===== config.mk =====
export PLATFORM = sky130hd
export DESIGN_NAME = keyword_lexer
export DESIGN_NICKNAME = d
export VERILOG_FILES = /design/src/rtl/kl_pkg.sv /design/src/rtl/kl_scan.sv /design/src/rtl/kl_tokq.sv /design/src/rtl/keyword_lexer.sv
export SDC_FILE = /design/constraint.sdc
export NUM_CORES = 1
export LEC_CHECK = 0
export BUFFER_PORTS_ARGS = -buffer_cell sky130_fd_sc_hd__buf_2
export CORE_UTILIZATION = 45
export DETAILED_ROUTE_END_ITERATION = 10
export GPL_TIMING_DRIVEN = 1
export PLACE_DENSITY_LB_ADDON = 0.12
export SYNTH_ARGS = -nofsm -noshare
export SYNTH_HDL_FRONTEND = slang
export SYNTH_SLANG_ARGS = --single-unit
export TNS_END_PERCENT = 10

===== constraint.sdc =====
create_clock -name clk -period 4.5 [get_ports clk]
set_input_delay 0.225 -clock clk [delete_from_list [all_inputs] [get_ports clk]]
set_output_delay 0.225 -clock clk [all_outputs]
set_load 0.02 [all_outputs]

===== src/rtl/kl_pkg.sv =====
package kl_pkg;

  // Width of positions and lengths; both saturate at the all-ones value.
  localparam int POS_W = 16;

  // Number of leading word characters kept for keyword matching.
  localparam int PREFIX_DEPTH = 5;
  localparam int PREFIX_IW    = $clog2(PREFIX_DEPTH);

  // Result queue depth; a power of two so that the pointers wrap naturally.
  localparam int TQ_DEPTH = 4;
  localparam int TQ_AW    = $clog2(TQ_DEPTH);
  localparam int TQ_CW    = $clog2(TQ_DEPTH + 1);

  typedef enum logic [3:0] {
    TT_NUM    = 4'd0,
    TT_ID     = 4'd1,
    TT_VAR    = 4'd2,
    TT_MODEL  = 4'd3,
    TT_END    = 4'd4,
    TT_SOLVE  = 4'd5,
    TT_COMMA  = 4'd6,
    TT_SEMI   = 4'd7,
    TT_EQUAL  = 4'd8,
    TT_PLUS   = 4'd9,
    TT_MINUS  = 4'd10,
    TT_MUL    = 4'd11,
    TT_ERROR  = 4'd12,
    TT_FINISH = 4'd13
  } tok_type_t;

  typedef enum logic [1:0] {
    MODE_IDLE = 2'd0,
    MODE_NUM  = 2'd1,
    MODE_WORD = 2'd2
  } scan_mode_t;

  // Input beat: a source byte or the end-of-input command.
  typedef struct packed {
    logic       cmd;
    logic [7:0] ch;
  } kl_in_t;

  // Result beat: one token.
  typedef struct packed {
    tok_type_t        token_type;
    logic [POS_W-1:0] start_pos;
    logic [POS_W-1:0] token_len;
    logic [7:0]       token_char;
    logic             last;
  } kl_tok_t;

  // Tokens produced by one input beat, in emission order.
  typedef struct packed {
    logic [1:0] cnt;
    kl_tok_t    tok0;
    kl_tok_t    tok1;
  } kl_push_t;

endpackage


===== src/rtl/kl_scan.sv =====
module kl_scan
  import kl_pkg::*;
(
  input  logic     clk,
  input  logic     rst_n,
  input  logic     in_valid,
  output logic     in_ready,
  input  kl_in_t   in_data,
  input  logic     q_room,
  output kl_push_t push
);

  localparam logic [7:0] CH_COMMA = ",";
  localparam logic [7:0] CH_SEMI  = ";";
  localparam logic [7:0] CH_EQUAL = "=";
  localparam logic [7:0] CH_PLUS  = "+";
  localparam logic [7:0] CH_MINUS = "-";
  localparam logic [7:0] CH_MUL   = "*";

  localparam logic [23:0] KW_VAR   = "var";
  localparam logic [23:0] KW_END   = "end";
  localparam logic [39:0] KW_MODEL = "model";
  localparam logic [39:0] KW_SOLVE = "solve";

  localparam logic [POS_W-1:0] POS_MAX = '1;

  function automatic logic is_digit(input logic [7:0] c);
    return (c >= "0") && (c <= "9");
  endfunction

  function automatic logic is_letter(input logic [7:0] c);
    return ((c >= "a") && (c <= "z")) || ((c >= "A") && (c <= "Z"));
  endfunction

  function automatic logic is_blank(input logic [7:0] c);
    return (c == " ") || (c == 8'h09) || (c == 8'h0D) || (c == 8'h0A);
  endfunction

  function automatic tok_type_t op_type(input logic [7:0] c);
    tok_type_t t;
    unique case (c)
      CH_COMMA: t = TT_COMMA;
      CH_SEMI:  t = TT_SEMI;
      CH_EQUAL: t = TT_EQUAL;
      CH_PLUS:  t = TT_PLUS;
      CH_MINUS: t = TT_MINUS;
      CH_MUL:   t = TT_MUL;
      default:  t = TT_ERROR;
    endcase
    return t;
  endfunction

  function automatic logic [POS_W-1:0] sat_inc(input logic [POS_W-1:0] v);
    return (v == POS_MAX) ? v : v + 1'b1;
  endfunction

  // Input register.
  logic   in_v_r;
  kl_in_t in_d_r;
  logic   fire;

  assign fire     = in_v_r && q_room;
  assign in_ready = !in_v_r || fire;

  always_ff @(posedge clk) begin
    if (!rst_n) begin
      in_v_r <= 1'b0;
    end else if (in_ready) begin
      in_v_r <= in_valid;
    end
  end

  always_ff @(posedge clk) begin
    if (in_ready && in_valid) begin
      in_d_r <= in_data;
    end
  end

  // Scanner state.
  scan_mode_t       mode_r, mode_nxt;
  logic [POS_W-1:0] start_r, start_nxt;
  logic [POS_W-1:0] pos_r, pos_nxt;
  logic [POS_W-1:0] len_r, len_nxt;
  logic [7:0]       prefix_r [PREFIX_DEPTH];
  logic [7:0]       prefix_nxt [PREFIX_DEPTH];

  always_ff @(posedge clk) begin
    if (!rst_n) begin
      mode_r  <= MODE_IDLE;
      start_r <= '0;
      pos_r   <= '0;
      len_r   <= '0;
    end else if (fire) begin
      mode_r  <= mode_nxt;
      start_r <= start_nxt;
      pos_r   <= pos_nxt;
      len_r   <= len_nxt;
    end
  end

  // The prefix is only ever read at entries the current word has written.
  always_ff @(posedge clk) begin
    if (fire) begin
      prefix_r <= prefix_nxt;
    end
  end

  // Keyword match on the buffered prefix and the run length.
  tok_type_t word_tt;

  always_comb begin
    word_tt = TT_ID;
    if (len_r == POS_W'(3)) begin
      if ({prefix_r[0], prefix_r[1], prefix_r[2]} == KW_VAR) begin
        word_tt = TT_VAR;
      end else if ({prefix_r[0], prefix_r[1], prefix_r[2]} == KW_END) begin
        word_tt = TT_END;
      end
    end else if (len_r == POS_W'(5)) begin
      if ({prefix_r[0], prefix_r[1], prefix_r[2], prefix_r[3], prefix_r[4]}
          == KW_MODEL) begin
        word_tt = TT_MODEL;
      end else if ({prefix_r[0], prefix_r[1], prefix_r[2], prefix_r[3],
                    prefix_r[4]} == KW_SOLVE) begin
        word_tt = TT_SOLVE;
      end
    end
  end

  // Token formation and next state for the byte or command in the register.
  logic       has_run;
  logic       is_op;
  logic [7:0] c;
  kl_tok_t    flush_tok;
  kl_tok_t    fin_tok;
  kl_tok_t    op_tok;

  always_comb begin
    c       = in_d_r.ch;
    has_run = (mode_r != MODE_IDLE);
    is_op   = 1'b0;

    flush_tok.token_type = (mode_r == MODE_NUM) ? TT_NUM : word_tt;
    flush_tok.start_pos  = start_r;
    flush_tok.token_len  = len_r;
    flush_tok.token_char = '0;
    flush_tok.last       = 1'b0;

    fin_tok.token_type = TT_FINISH;
    fin_tok.start_pos  = pos_r;
    fin_tok.token_len  = '0;
    fin_tok.token_char = '0;
    fin_tok.last       = 1'b1;

    op_tok.token_type = op_type(c);
    op_tok.start_pos  = pos_r;
    op_tok.token_len  = POS_W'(1);
    op_tok.token_char = c;
    op_tok.last       = 1'b1;

    mode_nxt   = mode_r;
    start_nxt  = start_r;
    pos_nxt    = pos_r;
    len_nxt    = len_r;
    prefix_nxt = prefix_r;
    push       = '0;

    if (in_d_r.cmd) begin
      // End of input: flush the pending run, then finish, and restart.
      mode_nxt  = MODE_IDLE;
      start_nxt = '0;
      pos_nxt   = '0;
      len_nxt   = '0;
      if (has_run) begin
        push.cnt  = 2'd2;
        push.tok0 = flush_tok;
        push.tok1 = fin_tok;
      end else begin
        push.cnt  = 2'd1;
        push.tok0 = fin_tok;
      end
    end else begin
      pos_nxt = sat_inc(pos_r);
      if ((mode_r == MODE_NUM) && is_digit(c)) begin
        len_nxt = sat_inc(len_r);
      end else if ((mode_r == MODE_WORD) && (is_letter(c) || is_digit(c))) begin
        if (len_r < POS_W'(PREFIX_DEPTH)) begin
          prefix_nxt[len_r[PREFIX_IW-1:0]] = c;
        end
        len_nxt = sat_inc(len_r);
      end else begin
        // The byte ends any pending run and may start a new one.
        mode_nxt = MODE_IDLE;
        if (is_blank(c)) begin
          mode_nxt = MODE_IDLE;
        end else if (is_digit(c)) begin
          mode_nxt  = MODE_NUM;
          start_nxt = pos_r;
          len_nxt   = POS_W'(1);
        end else if (is_letter(c)) begin
          mode_nxt      = MODE_WORD;
          start_nxt     = pos_r;
          len_nxt       = POS_W'(1);
          prefix_nxt[0] = c;
        end else begin
          is_op = 1'b1;
        end

        if (has_run) begin
          push.tok0 = flush_tok;
          if (is_op) begin
            push.cnt  = 2'd2;
            push.tok1 = op_tok;
          end else begin
            push.cnt       = 2'd1;
            push.tok0.last = 1'b1;
          end
        end else if (is_op) begin
          push.cnt  = 2'd1;
          push.tok0 = op_tok;
        end
      end
    end

    if (!fire) begin
      push.cnt = 2'd0;
    end
  end

endmodule


===== src/rtl/kl_tokq.sv =====
module kl_tokq
  import kl_pkg::*;
(
  input  logic     clk,
  input  logic     rst_n,
  input  kl_push_t push,
  output logic     q_room,
  output logic     out_valid,
  input  logic     out_ready,
  output kl_tok_t  out_data
);

  kl_tok_t          ent_r [TQ_DEPTH];
  logic [TQ_AW-1:0] wr_ptr_r, wr_ptr_nxt;
  logic [TQ_AW-1:0] rd_ptr_r, rd_ptr_nxt;
  logic [TQ_CW-1:0] cnt_r, cnt_nxt;
  logic             pop;

  // Room for the worst case of two tokens, judged on the registered count.
  assign q_room    = (cnt_r <= TQ_CW'(TQ_DEPTH - 2));
  assign out_valid = (cnt_r != '0);
  assign out_data  = ent_r[rd_ptr_r];
  assign pop       = out_valid && out_ready;

  always_comb begin
    wr_ptr_nxt = wr_ptr_r + TQ_AW'(push.cnt);
    rd_ptr_nxt = pop ? rd_ptr_r + 1'b1 : rd_ptr_r;
    cnt_nxt    = cnt_r + TQ_CW'(push.cnt) - TQ_CW'(pop);
  end

  always_ff @(posedge clk) begin
    if (!rst_n) begin
      wr_ptr_r <= '0;
      rd_ptr_r <= '0;
      cnt_r    <= '0;
    end else begin
      wr_ptr_r <= wr_ptr_nxt;
      rd_ptr_r <= rd_ptr_nxt;
      cnt_r    <= cnt_nxt;
    end
  end

  // Token storage; the second token of a beat goes in the following slot.
  always_ff @(posedge clk) begin
    if (push.cnt != 2'd0) begin
      ent_r[wr_ptr_r] <= push.tok0;
    end
    if (push.cnt == 2'd2) begin
      ent_r[wr_ptr_r + 1'b1] <= push.tok1;
    end
  end

endmodule


===== src/rtl/keyword_lexer.sv =====
// Streaming lexer: source bytes arrive one per beat on the in_ channel and
// tokens leave on the out_ channel, each with its type, start position,
// length and, for operators and errors, the byte itself. Blanks are skipped;
// digit runs give numbers, letter-led alphanumeric runs give identifiers or
// the keywords var, model, end and solve. A run is reported when the byte
// that ends it arrives, so one beat can give two tokens (the run, then an
// operator or error token); last marks the final token of each beat. An
// end-of-input beat flushes the pending run, emits finish and restarts
// positions at zero. Positions and lengths saturate at 65535. One input beat
// is taken per cycle while the queue has room. Each accepted beat is held in
// an input register, then its tokens are written into a four-entry queue,
// from which the output port drains one token per cycle while out_ready is
// high, so input stalls only while that queue has fewer than two free
// entries, that is when two-token beats or output back-pressure fill it.
module keyword_lexer
  import kl_pkg::*;
(
  input  logic    clk,
  input  logic    rst_n,
  input  logic    in_valid,
  output logic    in_ready,
  input  kl_in_t  in_data,
  output logic    out_valid,
  input  logic    out_ready,
  output kl_tok_t out_data
);

  kl_push_t push;
  logic     q_room;

  kl_scan u_scan (
    .clk      (clk),
    .rst_n    (rst_n),
    .in_valid (in_valid),
    .in_ready (in_ready),
    .in_data  (in_data),
    .q_room   (q_room),
    .push     (push)
  );

  kl_tokq u_tokq (
    .clk       (clk),
    .rst_n     (rst_n),
    .push      (push),
    .q_room    (q_room),
    .out_valid (out_valid),
    .out_ready (out_ready),
    .out_data  (out_data)
  );

endmodule

After elaboration in Yosys (flattened, before gate mapping) --
Memory sizes are Yosys's and may differ from the RTL's. A register that Yosys moved wholly into a read port is not among the register bits. Index checks and enable logic that the tools add are counted. Widths: inputs -> output; s select.
Storage, ports and cells: bits in registers 107, bits in latches 0, RAM bits 180, bits in read-only memories 0, output and inout port bits 47, logic and storage cells 154, memories kept 1
Operators by class: add/subtract/negate cells 7, $mul 0, divide/modulo/power cells 0, order comparisons 10, eq/ne operators 29, shift operators 0, mux-type cells 61, bitwise operators 3, reductions and logical operators 28
Memory list:
- u_tokq.ent_r | depth 4, width 45, rd ports 1, clocked after Yosys merged registers in 1, wr ports 2, line kl_tokq.sv:13 | kl_tok_t ent_r [TQ_DEPTH];
Operators by type and width (number):
- $mux 92 | 3
- $mux 16 | 15
- $mux 45 | 3
- $mux 47 | 2
- $eq 40x39->1 const B | 2
- $eq 8x6->1 const B | 7
- $eq 24x23->1 const B | 2
- $mux 46 | 1
- $bwmux 40 | 1
- $mux 40 | 1
- $mux 8 | 5
- $add 16x1->16 const B | 2
- $eq 16x16->1 const B | 2
- $demux 8 s3 | 1
- $eq 8x4->1 const B | 3
- $pmux 4 s6 | 1
- $mux 2 | 10
- $mux 4 | 5
- $eq 16x2->1 const B | 1
- $eq 16x3->1 const B | 1
- $ge 8x7->1 const B | 2
- $le 8x7->1 const B | 2
- $lt 16x3->1 const B | 1
- $mux 1 | 11
- other kinds (27) | 54

Logic depth before layout (Yosys ltp) --
Gate-level depths: netlist of the first run.
depth after elaboration 18, mapped depth 15, depth with buffers taken out 14

Hierarchy --
A second synthesis of the first run with hierarchy kept.
Unflattened totals: cell total of the unflattened synthesis 1059, area, all modules 15190.8 µm²
Modules (own cells, without submodules):
- kl_tokq | instances 1, cells an instance 489, area an instance 9636.7 µm²
- kl_scan | instances 1, cells an instance 570, area an instance 5554.1 µm²

Worst setup path after synthesis of the first run --
OpenSTA, ideal clock, no wires.
kind reg2reg, start reg u_scan.in_d_r, in the netlist u_scan.c[2], end mem u_tokq.ent_r[2][0] (netlist name), enable pin, library setup time 385 ps, arrival time 3797 ps, data required time 4115 ps, path slack 319 ps, stages on the path, launching flop included 14, path buffers 2, clock period less this slack 4181 ps, path through edfxtp_1 or3b_1 a2111oi_2 o21ai_2 and2_1 ha_1 nor3_1 nor3_1 o211ai_2 or2_2 buf_2 a21boi_2 buf_2 inv_1
RTL lines:
- from (decl) | line kl_scan.sv:59 | kl_in_t in_d_r;
- from (signal assigned) | line kl_scan.sv:75 | in_d_r <= in_data;
- to (decl) | line kl_tokq.sv:13

==> metrics.txt, run 1 <==
drt total wl ~33000 microns; Fillers roughly 2500; total number of yosys warnings 0; Top Family by Delay on Critical Path compound AO/OA/AOI/OAI gates; worst-margin pin slew between 1000 and 1500 ps; hold slack 96.7 ps; clock sink total around 290; Setup TNS 0 ps; Finish-stage setup viols 0; number of global-route vias before repair 8712; commonest non-fill, non-tap cell in the layout edfxtp_1; min Tclk post-route between 4000 and 5000 ps; Pwr Total approximately 6.8 mW; Die Ht roughly 170 microns; status completed; Setup CP Type flop to flop; Final nets about 1100; Setup WS pre-CTS around 220 ps; Post-DRT Antenna Nets 0; asr flop ratio synth 0%; hold crit path type input port to flop; clock skew 18.4 ps; via count 8877; die area a little under 0.03 sq mm; largest incremental delay on the critical path 540 ps; initial core utilization between 40% and 50%; DP Wirelength 21800 microns; Syn Std Cell Area around 0.013 sq mm; Post-Syn Instances 1043; clk root buf clkbuf_16; Worst Path Required 4910 ps; core region area roughly 0.028 sq mm; CTS tree done; syn_area_per_cell 12.5 sq um; Worst Setup End Kind flop; # diodes 0; syn_nets between 1000 and 1500; crit share post-route slightly above 90%; largest net degree at the start of global routing 32; layout cells sized above 1 19.6%; Cell variety after synth 74; Final GP Congestion ~0.9; Max Cap Viol 0; Storage cell area between 0.007 and 0.008 sq mm; critical-path cell list or3b_1 > a2111oi_2 > o21ai_2 > and2_1 > ha_1 > nor3_1 > nor3_1 > o211ai_2 > buf_4 > or2_1 > o32ai_4 > a22o_1; Ports 60; Achievable Freq between 200 and 250 MHz; EDFF count, synth ~170; Die W roughly 170 microns; GRT Overall Usage a little under a quarter; #FFs+latches synth between 200 and 300; PwrDens around 460 mW/mm^2; placed cell count between 1000 and 1500; Area Overhead vs Synth 14.4%; Rows 61; Top cell by count, worst path nor3_1; DR WL/cell around 22 microns; first-iteration detailed-routing DRC count 739; WP buf/inv 1; Slew HR between 20% and 30%; first-pass GRT wire length approximately 52000 microns; Clock transition at path regs around 60 ps; crit path DAT ~4600 ps; Multi-input gate area around 0.005 sq mm; clock latency at the later pin of the worst-skew pair around 560 ps; Peak VDD IR between 0.2 and 0.3 mV; router iterations before antenna repair 5; startpoint class of the critical path flop; DRC violations left 0; Leakage roughly 5.0 nW; sequential area share after synthesis a little under three fifths; number of vias per cell around 5.9; max-slew violations 0; initial antenna violation count 0; Clock Path Buffers 3; cts bufs inserted 31; Cell Count, Final, Fillers Out ~1500; H-Tree Depth 1; IO buf count 59; final worst slack 359 ps; crit path max fanout 16; most frequent cells in the layout 169 x edfxtp_1, 125 x a22o_1, 118 x dfxtp_1; Worst path slowest cell edfxtp_1; Primary FF master, synth edfxtp_1; RSZ-0062 raised after global routing false; global route overflow 0; final hold violations 0
repair_timing:
action | in CTS | in global routing
hold endpoints to repair | 10 | 0
buffers inserted | 0 | 0
hold buffers | 10 | 0
resized for setup | 0 | 2
setup endpoints to repair | 0 | 60
cell families after synthesis:
family | after synthesis | share of synthesized area [%]
AO/OA/AOI/OAI | 234 | 15.2
AND/OR/NAND/NOR | 323 | 12.7
flip-flops | 289 | 57.5
multiplexers | 49 | 8.11
buffers and inverters | 113 | 3.72
XOR/XNOR | 25 | 1.68
adder cells (fa/ha/maj) | 10 | 1.02
registers in the layout, summed over array words and instances (netlist names), named ones only:
name / flops
u_scan.mode_r: 2
u_scan.prefix_r: 40
u_tokq.cnt_r: 3
u_scan.in_v_r: 1
u_scan.start_r: 16
u_scan.len_r: 16
u_tokq.wr_ptr_r: 2
u_tokq.rd_ptr_r: 2
u_scan.in_d_r: 1
u_scan.pos_r: 16
u_tokq.ent_r: 180
u_scan.c: 8
cell type report:
type / count / area share (%)
Clock buffer: 51 / 6.23
Clock inverter: 7 / 0.631
Inverter: 20 / 0.505
Multi-Input combinational cell: 641 / 34.0
Sequential cell: 289 / 50.3
Tap cell: 378 / 3.18
Timing Repair Buffer: 111 / 5.12
per-layer routing:
metal	global-route usage [%]	share of wire, %
met1	34.3	47
met2	36.5	45
met3	3.00	5.3
met4	5.62	2.1
met5	0	0
final timing paths:
kind,endpoint,slack [ps],from,cells after the start
max,u_tokq.ent_r[3][38],360,u_scan.c[1],12
min,u_scan.len_r[0],100,rst_n,3
max reg2reg,u_tokq.ent_r[3][38],360,u_scan.c[1],12
min reg2reg,u_tokq.ent_r[3][17],450,u_tokq.ent_r[3][17],2
where the power goes:
part	switching (mW)	internal (mW)
clock network	1.01	1.51
registers	0.130	2.92
logic	0.732	0.483
total	1.88	4.92
synthesized netlist by cell type, types with 5 or more instances:
library cell | instances | area share [%]
a211oi_1 | 5 | 0.29
a21oi_1 | 25 | 0.96
a22o_1 | 125 | 8.4
and2_1 | 13 | 0.63
and3_1 | 5 | 0.24
and4_1 | 8 | 0.54
buf_1 | 7 | 0.20
buf_2 | 11 | 0.42
buf_6 | 6 | 0.52
clkbuf_1 | 69 | 2.0
dfxtp_1 | 120 | 18
edfxtp_1 | 169 | 39
ha_1 | 9 | 0.87
inv_1 | 19 | 0.55
mux4_2 | 45 | 7.8
nand2_1 | 66 | 1.9
nand2b_1 | 9 | 0.43
nand3_1 | 36 | 1.4
nand4_1 | 9 | 0.43
nor2_1 | 87 | 2.5
nor2b_1 | 15 | 0.72
nor3_1 | 23 | 0.89
nor4_1 | 17 | 0.82
o21a_1 | 5 | 0.29
o21ai_0 | 11 | 0.42
o22ai_1 | 12 | 0.58
o31ai_1 | 6 | 0.35
or3_1 | 5 | 0.24
or4_1 | 5 | 0.29
xnor2_1 | 16 | 1.1
xor2_1 | 9 | 0.61
worst min-delay path, cell delays in order:
cell and delay (ps):
buf_2 210, o21ai_0 120, nor2_1 40
metrics by stage:
step,instance area (sq um),util [%]
floorplan,13000,-
global placement,13700,48.9
detailed placement,13700,48.9
CTS,14900,52.9
global route,14900,52.9
finish,14900,52.9
(Power assumes the default switching activity.)
==> run 2, diff against run 1 <==
--- a/config.mk
+++ b/config.mk
@@ -7,10 +7,12 @@
 export LEC_CHECK = 0
 export BUFFER_PORTS_ARGS = -buffer_cell sky130_fd_sc_hd__buf_2
 export CORE_UTILIZATION = 45
+export CTS_CLUSTER_SIZE = 16
 export DETAILED_ROUTE_END_ITERATION = 10
 export GPL_TIMING_DRIVEN = 1
 export PLACE_DENSITY_LB_ADDON = 0.12
 export SYNTH_ARGS = -nofsm -noshare
 export SYNTH_HDL_FRONTEND = slang
+export SYNTH_HIERARCHICAL = 1
 export SYNTH_SLANG_ARGS = --single-unit
 export TNS_END_PERCENT = 10
==> metrics.txt, run 2 <==
combinational share of power 18.9% (was 17.9%); RSZ-0062 raised after global routing false (unchanged); Yosys top cell area share 45.3% (was 39.0%); FF-to-FF Start u_scan/c[1] (was u_scan.c[1]); Worst Path Required 4760 ps (was 4910 ps); status completed (unchanged); switching pwr 2.03 mW (was 1.88 mW); H-Tree Depth 2 (was 1); clk root buf clkbuf_16 (unchanged); die area 0.0345 sq mm (was 0.0296 sq mm); largest family of logic cells by synthesized area multiplexers (was compound AO/OA/AOI/OAI gates); DRC violations left 0 (unchanged); # diodes 0 (unchanged); sequential area share after synthesis 53.2% (was 57.5%); hold slack 123 ps (was 96.7 ps); Int Power 5.24 mW (was 4.92 mW); number of global-route vias before repair 9150 (was 8712); max reg flops 180 (unchanged); commonest non-fill, non-tap cell in the layout edfxtp_1 (unchanged); startpoint class of the critical path flop (unchanged); Max Cap Viol 0 (unchanged); first-iteration detailed-routing DRC count 652 (was 739); clock latency at the later pin of the worst-skew pair 510 ps (was 560 ps); critical-path cell list nor4_2 > o2bb2ai_1 > o21ai_2 > nor3_1 > ha_1 > nand2b_1 > o21ai_0 > and2_1 > nand4b_4 > buf_12 > mux2_2 (was or3b_1 > a2111oi_2 > o21ai_2 > and2_1 > ha_1 > nor3_1 > nor3_1 > o211ai_2 > buf_4 > or2_1 > o32ai_4 > a22o_1); Yosys top cell by area edfxtp_1 (unchanged); Setup CP Type flop to flop (unchanged); metal2 WL 15700 microns (was 15200 microns); global route overflow 0 (unchanged); max-slew violations 0 (unchanged); Die Ht 186 microns (was 172 microns); crit path DAT 4280 ps (was 4550 ps); initial core utilization 46.2% (was 46.3%); asr flop ratio synth 0% (unchanged); initial antenna violation count 1 (was 0); worst hold start rst_n (unchanged); core region area 0.0329 sq mm (was 0.0281 sq mm); uppermost layer routed met4 (unchanged); XOR/XNOR Fraction of Synth Area 1.16% (was 1.68%); router iterations before antenna repair 5 (unchanged); Area contributors post-synth edfxtp_1 45%, mux2_4 8.9%, dfxtp_1 7.9% (was edfxtp_1 39%, dfxtp_1 18%, a22o_1 8.4%); Rows 66 (was 61); worst-margin pin slew 1040 ps (was 1180 ps); Final GP Congestion 0.798 (was 0.886); Leakage 6.07 nW (was 5.02 nW); Post-CTS Resized 0 (unchanged); placed cell count 1524 (was 1429); largest incremental delay on the critical path 620 ps (was 540 ps); EDFF count, synth 229 (was 169); PwrDens 425 mW/mm^2 (was 457 mW/mm^2); Worst Setup End Kind flop (unchanged); Largest regs u_tokq/ent_r x180, u_scan/prefix_r x40 (was u_tokq.ent_r x180, u_scan.prefix_r x40); Achievable Freq 248 MHz (was 242 MHz); clock sink total 289 (unchanged); drt total wl 35100 microns (was 33400 microns); cts bufs inserted 35 (was 31); via count 9087 (was 8877); most common cell in the netlist edfxtp_1 (unchanged); Top reg by flops u_tokq/ent_r (was u_tokq.ent_r); syn_area_per_cell 14.3 sq um (was 12.5 sq um); Cell Count, Final, Fillers Out 1594 (was 1497); Post-Syn Instances 1059 (was 1043); layout cells sized above 1 34.5% (was 19.6%); final hold violations 0 (unchanged); Clock transition at path regs 60 ps (about the same); most frequent cells in the layout 229 x edfxtp_1, 90 x mux2_4, 82 x mux2_2 (was 169 x edfxtp_1, 125 x a22o_1, 118 x dfxtp_1); Adder-Cell Fraction of Synth Area 0.873% (was 1.02%); #FFs+latches synth 289 (unchanged); crit share post-route 89.4% (was 92.0%); clock skew 22.3 ps (was 18.4 ps); post-synthesis compound-gate area fraction 5.61% (was 15.2%); min Tclk post-route 4020 ps (was 4140 ps); CTS tree done (unchanged); sw frac 27.9% (was 27.6%); Ports 60 (unchanged); IO buf count 59 (unchanged); Die W 186 microns (was 172 microns); Synth top cells by count 229 x edfxtp_1, 90 x mux2_4, 82 x mux2_2 (was 169 x edfxtp_1, 125 x a22o_1, 120 x dfxtp_1); Syn Std Cell Area 0.0152 sq mm (was 0.0130 sq mm); number of vias per cell 5.70 (was 5.93); Primary FF master, synth edfxtp_1 (unchanged); hold crit path type input port to flop (unchanged); total number of yosys warnings 6 (was 0); Met1 Routed Length 17300 microns (was 15800 microns); DR WL/cell 22.0 microns (was 22.3 microns); Peak VDD IR 0.269 mV (was 0.271 mV); Cell variety after synth 85 (was 74); crit path launch u_scan/c[1] (was u_scan.c[1]); Post-DRT Antenna Nets 0 (unchanged); Clk pwr share 36.4% (was 37.2%); WP buf/inv 1 (unchanged); Slew HR 31.0% (was 20.9%); largest net degree at the start of global routing 46 (was 32); Post-Synth Simple-Gate Area 11.3% (was 12.7%); sequential share of power 44.7% (was 44.9%); Top Family by Delay on Critical Path simple AND/OR/NAND/NOR gates (was compound AO/OA/AOI/OAI gates); met3 wire length 1430 microns (was 1790 microns); DP Wirelength 22000 microns (was 21800 microns); mux share of post-synthesis cell area 23.6% (was 8.11%); Clock Path Buffers 3 (unchanged); first-pass GRT wire length 54600 microns (was 52400 microns); Finish-stage setup viols 0 (unchanged); Area Overhead vs Synth 12.6% (was 14.4%); GRT Overall Usage 21.0% (was 23.3%); crit path max fanout 45 (was 16); Worst path slowest cell edfxtp_1 (unchanged); Final nets 1152 (was 1117)
-- run 2: path summary, 6_finish.rpt --
kind / to / slack (ps) / depth (start not counted)
max: u_tokq/ent_r[0][4] / 480 / 11
min: u_scan/len_r[0] / 120 / 2
max reg2reg: u_tokq/ent_r[0][4] / 480 / 11
min reg2reg: u_scan/start_r[9] / 480 / 1
-- run 2: kinds of logic after synthesis --
logic type / after synthesis
flops: 289
simple gates: 285
mux: 245
compound gates: 111
buf+inv: 101
xor+xnor: 17
fa+ha+maj: 10
other cells: 1
-- run 2: layout make-up --
type	instances	area, sq um
repair buffers	99	733
fillers	2840	15800
clock buffers	40	947
clock inverters	20	130
inverters	21	78.8
multi-input cells	683	6580
flip-flops and latches	289	8080
well taps	442	553
-- run 2: repair_timing --
item | in CTS | in global routing
hold buffers | 10 | 0
endpoints found under the setup margin | 0 | 0
buffers inserted | 0 | 0
endpoints found under the hold margin | 10 | 0
-- run 2: stage by stage --
step                power (mW)  util (%)  setup slack (ps)  TNS, ps  area (sq um)
floorplan                 4.26         -              -592   -47380         15300
CTS                       7.35      52.0               499        0         17100
global route              7.57      52.0               261        0         17100
finish                    7.27      52.0               476        0         17100
global placement          4.68      48.4               619        0         15900
detailed placement        4.69      48.4               514        0         15900
-- run 2: routing by layer --
| layer | vias up | global-route usage, % |
|---|---|---|
| met5 | - | 0 |
| met4 | 0 | 5.41 |
| met3 | 44 | 2.52 |
| met2 | 192 | 32.2 |
| met1 | 4610 | 31.4 |
| li1 | 4241 | - |
-- run 2: power groups by stage --
| stage | Clock (mW) | Combinational (mW) | Sequential, mW |
|---|---|---|---|
| CTS | 2.71 | 1.38 | 3.26 |
| global route | 2.81 | 1.48 | 3.28 |
| floorplan | 0 | 1.11 | 3.15 |
| global placement | 0 | 1.37 | 3.31 |
| finish | 2.65 | 1.37 | 3.25 |
| detailed placement | 0 | 1.37 | 3.32 |
==> run 3, diff against run 2 <==
--- a/config.mk
+++ b/config.mk
@@ -6,6 +6,8 @@
 export NUM_CORES = 1
 export LEC_CHECK = 0
 export BUFFER_PORTS_ARGS = -buffer_cell sky130_fd_sc_hd__buf_2
+export CELL_PAD_IN_SITES_DETAIL_PLACEMENT = 1
+export CELL_PAD_IN_SITES_GLOBAL_PLACEMENT = 2
 export CORE_UTILIZATION = 45
 export CTS_CLUSTER_SIZE = 16
 export DETAILED_ROUTE_END_ITERATION = 10
==> metrics.txt, run 3 (synthesis gave the netlist of run 2 again) <==
status completed (unchanged); critical-path cell list nor4_2 > o2bb2ai_1 > o21ai_2 > nor3_1 > ha_1 > nand2b_1 > o21ai_0 > and2_1 > or3b_2 > a21oi_4 > buf_4 (was nor4_2 > o2bb2ai_1 > o21ai_2 > nor3_1 > ha_1 > nand2b_1 > o21ai_0 > and2_1 > nand4b_4 > buf_12 > mux2_2); startpoint class of the critical path flop (unchanged); Ports 60 (unchanged); most frequent cells in the layout 229 x edfxtp_1, 90 x mux2_4, 82 x mux2_2 (unchanged); Rows 66 (unchanged); WHS Path Cells 3 (was 2); number of vias per cell 5.76 (was 5.70); Post-CTS Setup Bufs 0 (unchanged); first-iteration detailed-routing DRC count 509 (was 652); initial antenna violation count 2 (was 1); clock skew 11.0 ps (was 22.3 ps); RSZ-0062 raised after global routing false (unchanged); Setup WS pre-CTS 423 ps (was 514 ps); GRT Overall Usage 22.3% (was 21.0%); Post-CTS Resized 0 (unchanged); router iterations before antenna repair 4 (was 5); Worst Setup End Kind flop (unchanged); die area 0.0345 sq mm (unchanged); Achievable Freq 244 MHz (was 248 MHz); Area Overhead vs Synth 12.8% (was 12.6%); Cell Count, Final, Fillers Out 1597 (was 1594); commonest non-fill, non-tap cell in the layout edfxtp_1 (unchanged); crit path DAT 4310 ps (was 4280 ps); H-Tree Depth 1 (was 2); via count 9193 (was 9087); final hold violations 0 (unchanged); max reg flops 180 (unchanged); Slew HR 32.5% (was 31.0%); min Tclk post-route 4090 ps (was 4020 ps); Leakage 6.07 nW (about the same); largest net degree at the start of global routing 46 (unchanged); initial core utilization 46.2% (unchanged); layout cells sized above 1 34.3% (was 34.5%); DRC violations left 0 (unchanged); Die W 186 microns (unchanged); DP Wirelength 24800 microns (was 22000 microns); Peak VDD IR 0.300 mV (was 0.269 mV); Max Cap Viol 0 (unchanged); Clock transition at path regs 60 ps (about the same); first-pass GRT wire length 58000 microns (was 54600 microns); placed cell count 1527 (was 1524); clk root buf clkbuf_16 (unchanged); hold crit path type input port to flop (unchanged); hold slack 45.2 ps (was 123 ps); core region area 0.0329 sq mm (unchanged); Setup CP Type flop to flop (unchanged); crit path launch u_scan/c[2] (was u_scan/c[1]); global route overflow 0 (unchanged); Final nets 1151 (was 1152); largest incremental delay on the critical path 630 ps (was 620 ps); Setup crit end u_tokq/ent_r[2][17] (was u_tokq/ent_r[0][4]); r2r setup slk 410 ps (was 480 ps); Worst path slowest cell edfxtp_1 (unchanged); Post-DRT Antenna Nets 0 (unchanged); drt total wl 37600 microns (was 35100 microns); Top reg by flops u_tokq/ent_r (unchanged); PwrDens 429 mW/mm^2 (was 425 mW/mm^2); DR WL/cell 23.5 microns (was 22.0 microns); Clock Path Buffers 3 (unchanged); Final GP Congestion 0.800 (was 0.798); CTS tree done (unchanged); FF-to-FF Start u_scan/c[2] (was u_scan/c[1]); final worst slack 409 ps (was 476 ps); Setup TNS 0 ps (unchanged); worst-margin pin slew 1010 ps (was 1040 ps); max-slew violations 0 (unchanged); Fillers 3237 (was 2840); Largest regs u_tokq/ent_r x180, u_scan/prefix_r x40 (unchanged); number of global-route vias before repair 9639 (was 9150); clock latency at the later pin of the worst-skew pair 580 ps (was 510 ps); cts bufs inserted 31 (was 35); r2r endpoint u_tokq/ent_r[2][17] (was u_tokq/ent_r[0][4]); crit share post-route 90.9% (was 89.4%); Die Ht 186 microns (unchanged); clock sink total 289 (unchanged); crit path max fanout 28 (was 45); Finish-stage setup viols 0 (unchanged); Reg2Reg Depth 11 (unchanged); IO buf count 59 (unchanged); Worst Path Required 4720 ps (was 4760 ps)
==> run 3: cell types whose count changed in the layout (fill, tap and decap cells not counted), moves of 2 or more <==
cell	before	now
buf_4	21	25
clkinv_2	9	4
clkbuf_16	37	31
clkbuf_1	2	4
diode_2	0	2
clkinv_1	6	8
bufinv_16	1	7
==> run 3: how the worst min path moves through the flow <==
stage,start,to,slack (ps)
2_1_floorplan,in_data[0],u_scan/c[0],320
3_3_place_gp,in_data[7],u_scan/c[7],400
3_5_place_dp,in_data[8],u_scan/in_d_r[8],400
4_1_cts,out_ready,flop,20
5_1_grt,out_ready,flop,40
6_report,out_ready,flop,50
==> run 3: what timing repair did <==
item                                   CTS  global route
setup endpoints to repair                0             0
endpoints found under the hold margin   10             0
hold buffers                            10             0
==> run 3: report_power, final <==
part	switching, mW	internal [mW]
clock	1.07	1.66
sequential	0.199	3.05
combinational	0.747	0.630
==> run 3: metal layers <==
metal | track usage, % | wire length (microns) | part of all wire (%)
met1 | 32.2 | 18000 | 48
met4 | 4.95 | 750 | 2.0
met5 | 0 | 0 | 0
met3 | 2.58 | 1290 | 3.4
met2 | 36.1 | 17600 | 47
==> run 3: layout make-up <==
class	instances	area, sq um	share of cell area, %
sequential	289	8080	47.2
antenna	2	5.00	0.0292
timing repair buffer	102	743	4.34
inverter	21	78.8	0.460
clock buffer	35	791	4.62
tap	442	553	3.23
clock inverter	23	303	1.77
multi-input combinational	683	6580	38.4
==> run 3: stage by stage <==
stage               utilization [%]  power [mW]  instance area, sq um
floorplan                         -        4.26                 15300
global placement               48.5        4.68                 15900
detailed placement             48.5        4.70                 15900
CTS                            52.1        7.46                 17100
global route                   52.1        7.67                 17100
finish                         52.1        7.36                 17100
==> run 3: worst max-delay path, delay by kind of cell, from the launching register on <==
| family | cells | cell delay [ps] |
|---|---|---|
| DFF | 1 | 630 |
| adders and majority gates | 1 | 290 |
| AOI/OAI and AO/OA | 4 | 670 |
| buffers and inverters | 1 | 400 |
| and+or+nand+nor | 5 | 1730 |
